<file path="config.mk">
export PLATFORM = sky130hd
export DESIGN_NAME = quadrature_position_counter
export DESIGN_NICKNAME = d
export VERILOG_FILES = /design/src/rtl/qpc_pkg.sv /design/src/rtl/qpc_step.sv /design/src/rtl/quadrature_position_counter.sv
export SDC_FILE = /design/constraint.sdc
export NUM_CORES = 1
export LEC_CHECK = 0
export BUFFER_PORTS_ARGS = -buffer_cell sky130_fd_sc_hd__buf_4
export CELL_PAD_IN_SITES_DETAIL_PLACEMENT = 1
export CELL_PAD_IN_SITES_GLOBAL_PLACEMENT = 1
export CORE_ASPECT_RATIO = 1.1
export CORE_MARGIN = 2
export CORE_UTILIZATION = 45
export CTS_CLUSTER_SIZE = 24
export DETAILED_ROUTE_END_ITERATION = 8
export PLACE_DENSITY = 0.86
export SYNTH_ARGS = -nofsm -noshare
export SYNTH_HDL_FRONTEND = slang
export SYNTH_SLANG_ARGS = --single-unit
export TNS_END_PERCENT = 20
</file>
<file path="constraint.sdc">
create_clock -name clock -period 4.6 [get_ports clock]
set_input_delay 0 -clock clock [delete_from_list [all_inputs] [get_ports clock]]
set_output_delay 0 -clock clock [all_outputs]
set_load 0.05 [all_outputs]
</file>
<file path="src/rtl/qpc_pkg.sv">
// qpc_pkg: types, constants and codes for the quadrature position counter
// no dependencies; imported by every module of the block
`timescale 1ns / 1ps
`default_nettype none

package qpc_pkg;

   localparam int COUNT_WIDTH    = 16;
   localparam int POSITION_WIDTH = 16;
   localparam int PRESET_WIDTH   = 16;
   localparam int LIMIT_WIDTH    = 15;
   // wide enough for count plus or minus one and for minus the limit
   localparam int CALC_WIDTH =
      ((COUNT_WIDTH > POSITION_WIDTH) ? COUNT_WIDTH : POSITION_WIDTH) + 1;

   localparam logic [LIMIT_WIDTH-1:0] LIMIT_RESET = LIMIT_WIDTH'(30000);

   localparam logic FUNC_SAMPLE = 1'b0;
   localparam logic FUNC_LOAD   = 1'b1;

   localparam logic [1:0] MOVED_NONE     = 2'd0;
   localparam logic [1:0] MOVED_FORWARD  = 2'd1;
   localparam logic [1:0] MOVED_BACKWARD = 2'd2;

   typedef struct packed {
      logic                           func;
      logic                           line_a;
      logic                           line_b;
      logic signed [PRESET_WIDTH-1:0] preset_value;
   } req_type;

   typedef struct packed {
      logic signed [POSITION_WIDTH-1:0] position;
      logic [1:0]                       moved;
      logic                             double_edge;
   } rsp_type;

   // everything one item leaves behind: new state and its result
   typedef struct packed {
      logic [COUNT_WIDTH-1:0] count;
      logic                   last_a;
      logic                   last_b;
      rsp_type                rsp;
   } step_type;

endpackage

`default_nettype wire

</file>
<file path="src/rtl/qpc_step.sv">
// qpc_step: decode of one item against the stored line levels and count
// depends on qpc_pkg
`timescale 1ns / 1ps
`default_nettype none

module qpc_step (
   input  wire qpc_pkg::req_type                     item,
   input  wire logic [qpc_pkg::COUNT_WIDTH-1:0]      count,
   input  wire logic                                 last_a,
   input  wire logic                                 last_b,
   input  wire logic [qpc_pkg::LIMIT_WIDTH-1:0]      wrap_limit,
   output qpc_pkg::step_type                         step
);
   import qpc_pkg::*;

   logic                         a_changed;
   logic                         b_changed;
   logic                         forward;
   logic signed [CALC_WIDTH-1:0] count_ext;
   logic signed [CALC_WIDTH-1:0] limit_ext;
   logic signed [CALC_WIDTH-1:0] count_inc;
   logic signed [CALC_WIDTH-1:0] count_dec;
   logic signed [CALC_WIDTH-1:0] preset_ext;
   logic signed [CALC_WIDTH-1:0] new_ext;
   logic [COUNT_WIDTH-1:0]       new_count;

   assign a_changed = item.line_a ^ last_a;
   assign b_changed = item.line_b ^ last_b;
   assign forward   = a_changed ? (item.line_a != item.line_b)
                                : (item.line_a == item.line_b);

   assign count_ext  = {{(CALC_WIDTH-COUNT_WIDTH){count[COUNT_WIDTH-1]}}, count};
   assign limit_ext  = {{(CALC_WIDTH-LIMIT_WIDTH){1'b0}}, wrap_limit};
   assign count_inc  = count_ext + CALC_WIDTH'(1);
   assign count_dec  = count_ext - CALC_WIDTH'(1);
   assign preset_ext = {{(CALC_WIDTH-PRESET_WIDTH){item.preset_value[PRESET_WIDTH-1]}},
                        item.preset_value};

   always_comb begin
      step.last_a          = last_a;
      step.last_b          = last_b;
      step.rsp.moved       = MOVED_NONE;
      step.rsp.double_edge = 1'b0;
      new_count            = count;
      if (item.func == FUNC_LOAD) begin
         new_count = preset_ext[COUNT_WIDTH-1:0];
      end else begin
         step.last_a = item.line_a;
         step.last_b = item.line_b;
         if (a_changed && b_changed) begin
            step.rsp.double_edge = 1'b1;
         end else if (a_changed || b_changed) begin
            if (forward) begin
               step.rsp.moved = MOVED_FORWARD;
               new_count = (count_inc >= limit_ext) ? '0 : count_inc[COUNT_WIDTH-1:0];
            end else begin
               step.rsp.moved = MOVED_BACKWARD;
               new_count = (count_dec <= -limit_ext) ? '0 : count_dec[COUNT_WIDTH-1:0];
            end
         end
      end
      // position shows the count sign-extended or cut to the output width
      new_ext           = {{(CALC_WIDTH-COUNT_WIDTH){new_count[COUNT_WIDTH-1]}},
                           new_count};
      step.count        = new_count;
      step.rsp.position = new_ext[POSITION_WIDTH-1:0];
   end

endmodule

`default_nettype wire

</file>
<file path="src/rtl/quadrature_position_counter.sv">
// quadrature position counter: one item per cycle sustained while the response
// side does not stall, set by the single decode stage between the input register
// and the response register, from which the response is offered.
// synchronous active-high reset empties both stages, zeroes the count and the
// stored line levels and returns the wrap limit to 30000.
// depends on qpc_pkg and qpc_step
`timescale 1ns / 1ps
`default_nettype none

module quadrature_position_counter (
   input  wire logic                              clock,
   input  wire logic                              reset,
   input  wire logic                              req_valid,
   output logic                                   req_ready,
   input  wire qpc_pkg::req_type                  req_data,
   output logic                                   rsp_valid,
   input  wire logic                              rsp_ready,
   output qpc_pkg::rsp_type                       rsp_data,
   input  wire logic                              csr_wr_en,
   input  wire logic [qpc_pkg::LIMIT_WIDTH-1:0]   csr_wr_data
);
   import qpc_pkg::*;

   logic                   in_valid_ff, in_valid_in;
   req_type                in_item_ff, in_item_in;
   logic                   rsp_valid_ff, rsp_valid_in;
   rsp_type                rsp_data_ff, rsp_data_in;
   logic [COUNT_WIDTH-1:0] count_ff, count_in;
   logic                   last_a_ff, last_a_in;
   logic                   last_b_ff, last_b_in;
   logic [LIMIT_WIDTH-1:0] limit_ff, limit_in;
   logic                   rsp_free;
   logic                   advance;
   step_type               step;

   qpc_step u_step (
      .item       (in_item_ff),
      .count      (count_ff),
      .last_a     (last_a_ff),
      .last_b     (last_b_ff),
      .wrap_limit (limit_ff),
      .step       (step)
   );

   assign rsp_free  = !rsp_valid_ff || rsp_ready;
   assign advance   = in_valid_ff && rsp_free;
   assign req_ready = !in_valid_ff || rsp_free;

   always_comb begin
      in_valid_in  = in_valid_ff;
      in_item_in   = in_item_ff;
      rsp_valid_in = rsp_valid_ff;
      rsp_data_in  = rsp_data_ff;
      count_in     = count_ff;
      last_a_in    = last_a_ff;
      last_b_in    = last_b_ff;
      limit_in     = csr_wr_en ? csr_wr_data : limit_ff;
      if (rsp_free) begin
         rsp_valid_in = advance;
      end
      // state moves only when the decoded item reaches the response register
      if (advance) begin
         rsp_data_in = step.rsp;
         count_in    = step.count;
         last_a_in   = step.last_a;
         last_b_in   = step.last_b;
      end
      if (req_ready) begin
         in_valid_in = req_valid;
         in_item_in  = req_data;
      end
   end

   always_ff @(posedge clock) begin
      if (reset) begin
         in_valid_ff  <= 1'b0;
         rsp_valid_ff <= 1'b0;
         count_ff     <= '0;
         last_a_ff    <= 1'b0;
         last_b_ff    <= 1'b0;
         limit_ff     <= LIMIT_RESET;
      end else begin
         in_valid_ff  <= in_valid_in;
         rsp_valid_ff <= rsp_valid_in;
         count_ff     <= count_in;
         last_a_ff    <= last_a_in;
         last_b_ff    <= last_b_in;
         limit_ff     <= limit_in;
      end
   end

   always_ff @(posedge clock) begin
      in_item_ff  <= in_item_in;
      rsp_data_ff <= rsp_data_in;
   end

   assign rsp_valid = rsp_valid_ff;
   assign rsp_data  = rsp_data_ff;

endmodule

`default_nettype wire

</file>
# Yosys cells after proc, flatten, opt, wreduce, memory -nomap -nowiden
# Index checks and enable logic that the tools add are counted.
# word_totals
input_bits	39
elab_cells	42
register_bits	73
# classes
bitwise	4
add_sub_neg	3
n_mux	9
reduce_logical	9
n_eq_ne	2
order_cmp	2
# ops
operator	count
two-way mux 16 bit	6
adder 16 x 2 -> 17 bit (second input constant)	1
greater-or-equal comparator 17 x 16 -> 1 bit	1
less-or-equal comparator 17 bit	1
negation 15 -> 17 bit	1
subtractor 16 x 2 -> 17 bit (second input constant)	1
logical OR 1 bit	3
OR reduction 3 bit	1
logical AND 1 bit	2
logical NOT 1 bit	2
two-way mux 1 bit	2
two-way mux 2 bit	1
NOT 1 bit	2
AND reduction 2 bit	1
bitwise XOR 1 bit	2
== test 1 bit	1
!= test 1 bit	1

# Logic depth before layout (Yosys ltp)
# logic_depth
word_depth	7
mapped_depth	17
ltp_nobuf	16

# Hierarchy
# A second synthesis with hierarchy kept.
# hier_totals
cells_unflattened	512
hier_area_um2	4908.5
# by_module_without_submodules
module	seq_area_each_um2	instances	cells_each	area_per_inst_um2
quadrature_position_counter	1841.8	1	173	2567.5
qpc_step	0.0	1	339	2341.0

# Worst setup path after synthesis
# OpenSTA, ideal clock, no wires.
# synth_path
path_kind	register to register
startpoint	reg count_ff[0]
endpoint	reg rsp_data_ff, in the netlist rsp_data[5], data pin
n_path_buf	2
path_slack_ps	526
t_required_ps	4330
setup_ps	270
path_stages_with_launch	15
arrival_ps	3803
path_cell_list	dfxtp_1 > buf_6 > or4_4 > or4_4 > or3_4 > nor3_4 > xor2_2 > ha_1 > nand4_1 > a21oi_1 > a2111oi_0 > nor2_1 > clkbuf_1 > a22oi_1 > a21oi_1
# synth_lines
item	line_no	rtl
from (decl)	quadrature_position_counter.sv:28	logic [COUNT_WIDTH-1:0] count_ff, count_in;
from (signal assigned)	quadrature_position_counter.sv:85	count_ff <= count_in;
to (signal assigned)	quadrature_position_counter.sv:94	rsp_data_ff <= rsp_data_in;
to (decl)	quadrature_position_counter.sv:27	rsp_type rsp_data_ff, rsp_data_in;

==> results.py <==
metrics = {
    "synth": {
        "synth_compound_area_frac": 0.177,
        "synth_xor_area_frac": 0.0895,
        "synth-edff-count": 38,
        "ys_types": 51,
        "yosysSeqAreaShare": 0.412,
        "synth_cells": 479,
        "syn-cell-area_sq_um": 4470,
        "syn_avg_cell_area_sq_um": 9.34,
        "synthMuxAreaShare": 0.0179,
        "yosys_warnings": 0,
        "synth_fp_nets": 552,
        "async_reset_ff_frac": 0,
        "synth_top_family_by_area": "compound AO/OA/AOI/OAI gates",
        "synthAdderAreaFrac": 0.0951,
        "yosys.area_share.simple": 0.156,
        "synth_seq_cells": 73,
        "ys.flop_type": "edfxtp_1",
    },
    "sta": {
        "hold_viol": 0,
        "fmax_mhz": 231,
        "slew_headroom": 0.236,
        "slew_viol_final": 0,
        "min_period_ns": 4.33,
        "setup_tns_ns": 0,
        "period_share": 0.942,
        "clock_skew_ns": 0.00906,
        "tightest_slew_ns": 1.14,
        "setup_viol_count_final": 0,
        "rsz0062_at_grt": "no",
    },
    "worst_hold_path": {
        "min_to": "limit_ff[8]",
        "min_from": "csr_wr_en",
        "min_path_type": "primary input to register",
        "holdPathStages": 3,
    },
    "clock_network": {
        "ctsHtreeMaxLevel": 3,
        "post_cts_buffers": 0,
        "cts_made_buffers": 9,
        "cts-root-buf": "clkbuf_8",
        "clock-sinks": 73,
        "insertion_delay_ns": 0.36,
        "cts_tree": "yes",
        "clk_pin_slew_worst_paths_ns": 0.09,
        "cts_max_path_buffers": 2,
    },
    "detailed_routing": {
        "routed_wl_um": 14400,
        "drt-pass1-iter-count": 4,
        "vias_per_cell": 6.09,
        "wl_per_cell_um": 20.9,
        "drt-initial-drc-count": 264,
        "ant_nets": 0,
        "via_count": 4193,
        "drc": 0,
    },
    "floorplanning": {
        "core_sq_um": 9750,
        "dieArea_sq_um": 10800,
        "row_count": 38,
        "die_w_um": 99.0,
        "die-height_um": 109,
        "start_util": 0.459,
        "pin_count": 60,
    },
    "worst_setup_path": {
        "crit_path_end_kind": "register",
        "worst-path-max-fanout": 11,
        "cp_cell_sequence": "or4_4 -> or4_4 -> or3_4 -> nor3_4 -> xor2_2 -> ha_1 -> nand4_1 -> a21oi_1 -> a2111oi_0 -> buf_4 -> nor3_1 -> a2111oi_0 -> a221oi_1",
        "r2r-end": "rsp_data[3]",
        "path_buf_inv": 1,
        "cp_data_arrival_time_ns": 4.39,
        "rr_worst_depth": 13,
        "r2r-start": "count_ff[0]",
        "path_class": "register to register",
        "slowest_stage": "or4_4",
        "max_stage_delay_ns": 0.58,
        "startpoint_type": "register",
        "path_delay_family": "simple AND/OR/NAND/NOR gates",
        "cp.required_ns": 4.66,
        "regToRegSetupSlack_ns": 0.27,
        "path_depth": 13,
    },
    "cells_and_area": {
        "design_area_sq_um": 5590,
        "drive_gt1_frac": 0.160,
        "nFillCells": 1105,
        "area_delta_synth_final_pct": 24.9,
        "fin_nets": 637,
        "antenna_cells": 0,
    },
    "global_route": {
        "grt_pass1_wl_um": 22800,
        "grt_pass1_vias": 4472,
        "grt_overflow": 0,
        "antenna_found_initial": 0,
        "grt_use_total": 0.273,
        "grt_max_degree": 24,
    },
    "power": {
        "power_density_nw_per_um2": 342,
        "p_leak_nw": 2.31,
        "ir_drop_uv": 159,
    },
    "status": {
        "status": "completed",
    },
    "placed_design": {
        "post_dp_cell_area_sq_um": 4960,
        "hpwl_um": 9770,
        "place.gp.congestion": 0.935,
        "io_buffers": 59,
    },
    "job": {
        "maxCapViolCount": 0,
    },
}
==> cells in the final DEF, fill, tap and decap left out, types with 4 or more instances in the layout <==
cell and count:
o221ai_1 13, a21o_1 5, nor4_1 4, o21ai_0 7
a221oi_1 5, buf_4 63, nor2b_1 4, nand3_1 11
nor3_1 14, xnor2_1 31, a22oi_1 10, mux2i_1 8
nor2_1 35, a21oi_1 42, nand2_1 43, inv_1 27
ha_1 34, edfxtp_1 38, xor2_1 11, o22ai_1 14
nand4_1 9, clkbuf_8 9, dlygate4sd3_1 43, o211ai_1 10
dfxtp_1 35
==> cells in the mapped netlist (all sizes together) (4+ instances only) <==
library cell | count | area share
nand3 | 11 | 0.012
a221oi | 6 | 0.013
nor2b | 4 | 0.0056
dfxtp | 35 | 0.16
a21o | 5 | 0.0084
mux2i | 8 | 0.018
o221ai | 13 | 0.025
nor2 | 36 | 0.030
xor2 | 12 | 0.025
nand4 | 9 | 0.013
edfxtp | 38 | 0.26
nand2 | 43 | 0.036
ha | 34 | 0.095
clkbuf | 24 | 0.020
nor4 | 4 | 0.0056
o22ai | 14 | 0.020
o21ai | 7 | 0.0078
inv | 27 | 0.023
a21oi | 42 | 0.047
xnor2 | 32 | 0.064
buf | 8 | 0.0098
nor3 | 15 | 0.019
a22oi | 11 | 0.020
o211ai | 10 | 0.017
==> per-layer routing <==
metal	track usage	share of wire
met1	0.312	0.39
met3	0.0491	0.050
met2	0.476	0.50
met5	0	0
met4	0.159	0.055
==> per-stage QoR <==
step | instances | util | power (W) | worst slack, ns | hold slack [ns]
2_1_floorplan | 479 | - | 0.00117 | 0.526 | 0.0989
4_1_cts | 689 | 0.573 | 0.00189 | 0.252 | 0.0471
6_report | 689 | 0.573 | 0.00191 | 0.266 | 0.0507
3_3_place_gp | 630 | 0.509 | 0.00132 | 0.433 | 0.178
5_1_grt | 689 | 0.573 | 0.00199 | 0.0145 | 0.0703
3_5_place_dp | 630 | 0.509 | 0.00134 | 0.286 | 0.180
==> report_power, final <==
group	internal (W)	switching (W)
Sequential	0.000735	0.0000534
Combinational	0.000246	0.000360
Clock	0.000250	0.000269
Total	0.00123	0.000683
==> worst max-delay path by stage <==
stage                 from           end  slack, ns
4_1_cts        count_ff[0]   rsp_data[7]       0.25
3_5_place_dp   count_ff[0]   rsp_data[7]       0.29
3_3_place_gp   count_ff[0]  rsp_data[12]       0.43
5_1_grt        count_ff[0]   rsp_data[3]       0.01
2_1_floorplan  count_ff[0]   rsp_data[5]       0.53
6_report       count_ff[0]   rsp_data[3]       0.27
==> state kept, by name (all words and copies together) (netlist names) <==
register	cells
last_a_ff	1
rsp_valid	1
in_item_ff	19
last_b_ff	1
in_valid_ff	1
rsp_data	19
count_ff	16
limit_ff	15
==> layout make-up <==
type | instances | area [sq um] | share of cell area
Clock buffer | 9 | 124 | 0.0222
Inverter | 27 | 101 | 0.0181
Clock inverter | 7 | 68.8 | 0.0123
Multi-Input combinational cell | 347 | 2400 | 0.429
Tap cell | 120 | 150 | 0.0269
Sequential cell | 73 | 1840 | 0.330
Timing Repair Buffer | 106 | 903 | 0.162
==> worst reg2reg max path: stages, from the launching register on <==
cell	delay, ns
dfxtp_1	0.42
or4_4	0.58
or4_4	0.45
or3_4	0.38
nor3_4	0.15
xor2_2	0.20
ha_1	0.29
nand4_1	0.18
a21oi_1	0.07
a2111oi_0	0.40
buf_4	0.20
nor3_1	0.04
a2111oi_0	0.56
a221oi_1	0.11
==> kinds of logic (layout without fill, tap and decap cells) <==
| kind of cell | Yosys count | count (layout) |
|---|---|---|
| and+or+nand+nor | 142 | 142 |
| AOI/OAI and AO/OA | 119 | 119 |
| DFF | 73 | 73 |
| buffers and inverters | 59 | 149 |
| xor gates and xnor gates | 44 | 44 |
| adders and majority gates | 34 | 34 |
| muxes | 8 | 8 |
==> repair_timing <==
| action | 4_1_cts | 5_1_grt |
|---|---|---|
| hold endpoints to repair | 38 | 0 |
| resized for setup | 0 | 1 |
| endpoints found under the setup margin | 0 | 15 |
| hold buffers | 43 | 0 |
No activity file was read; power rests on OpenSTA's default activity.
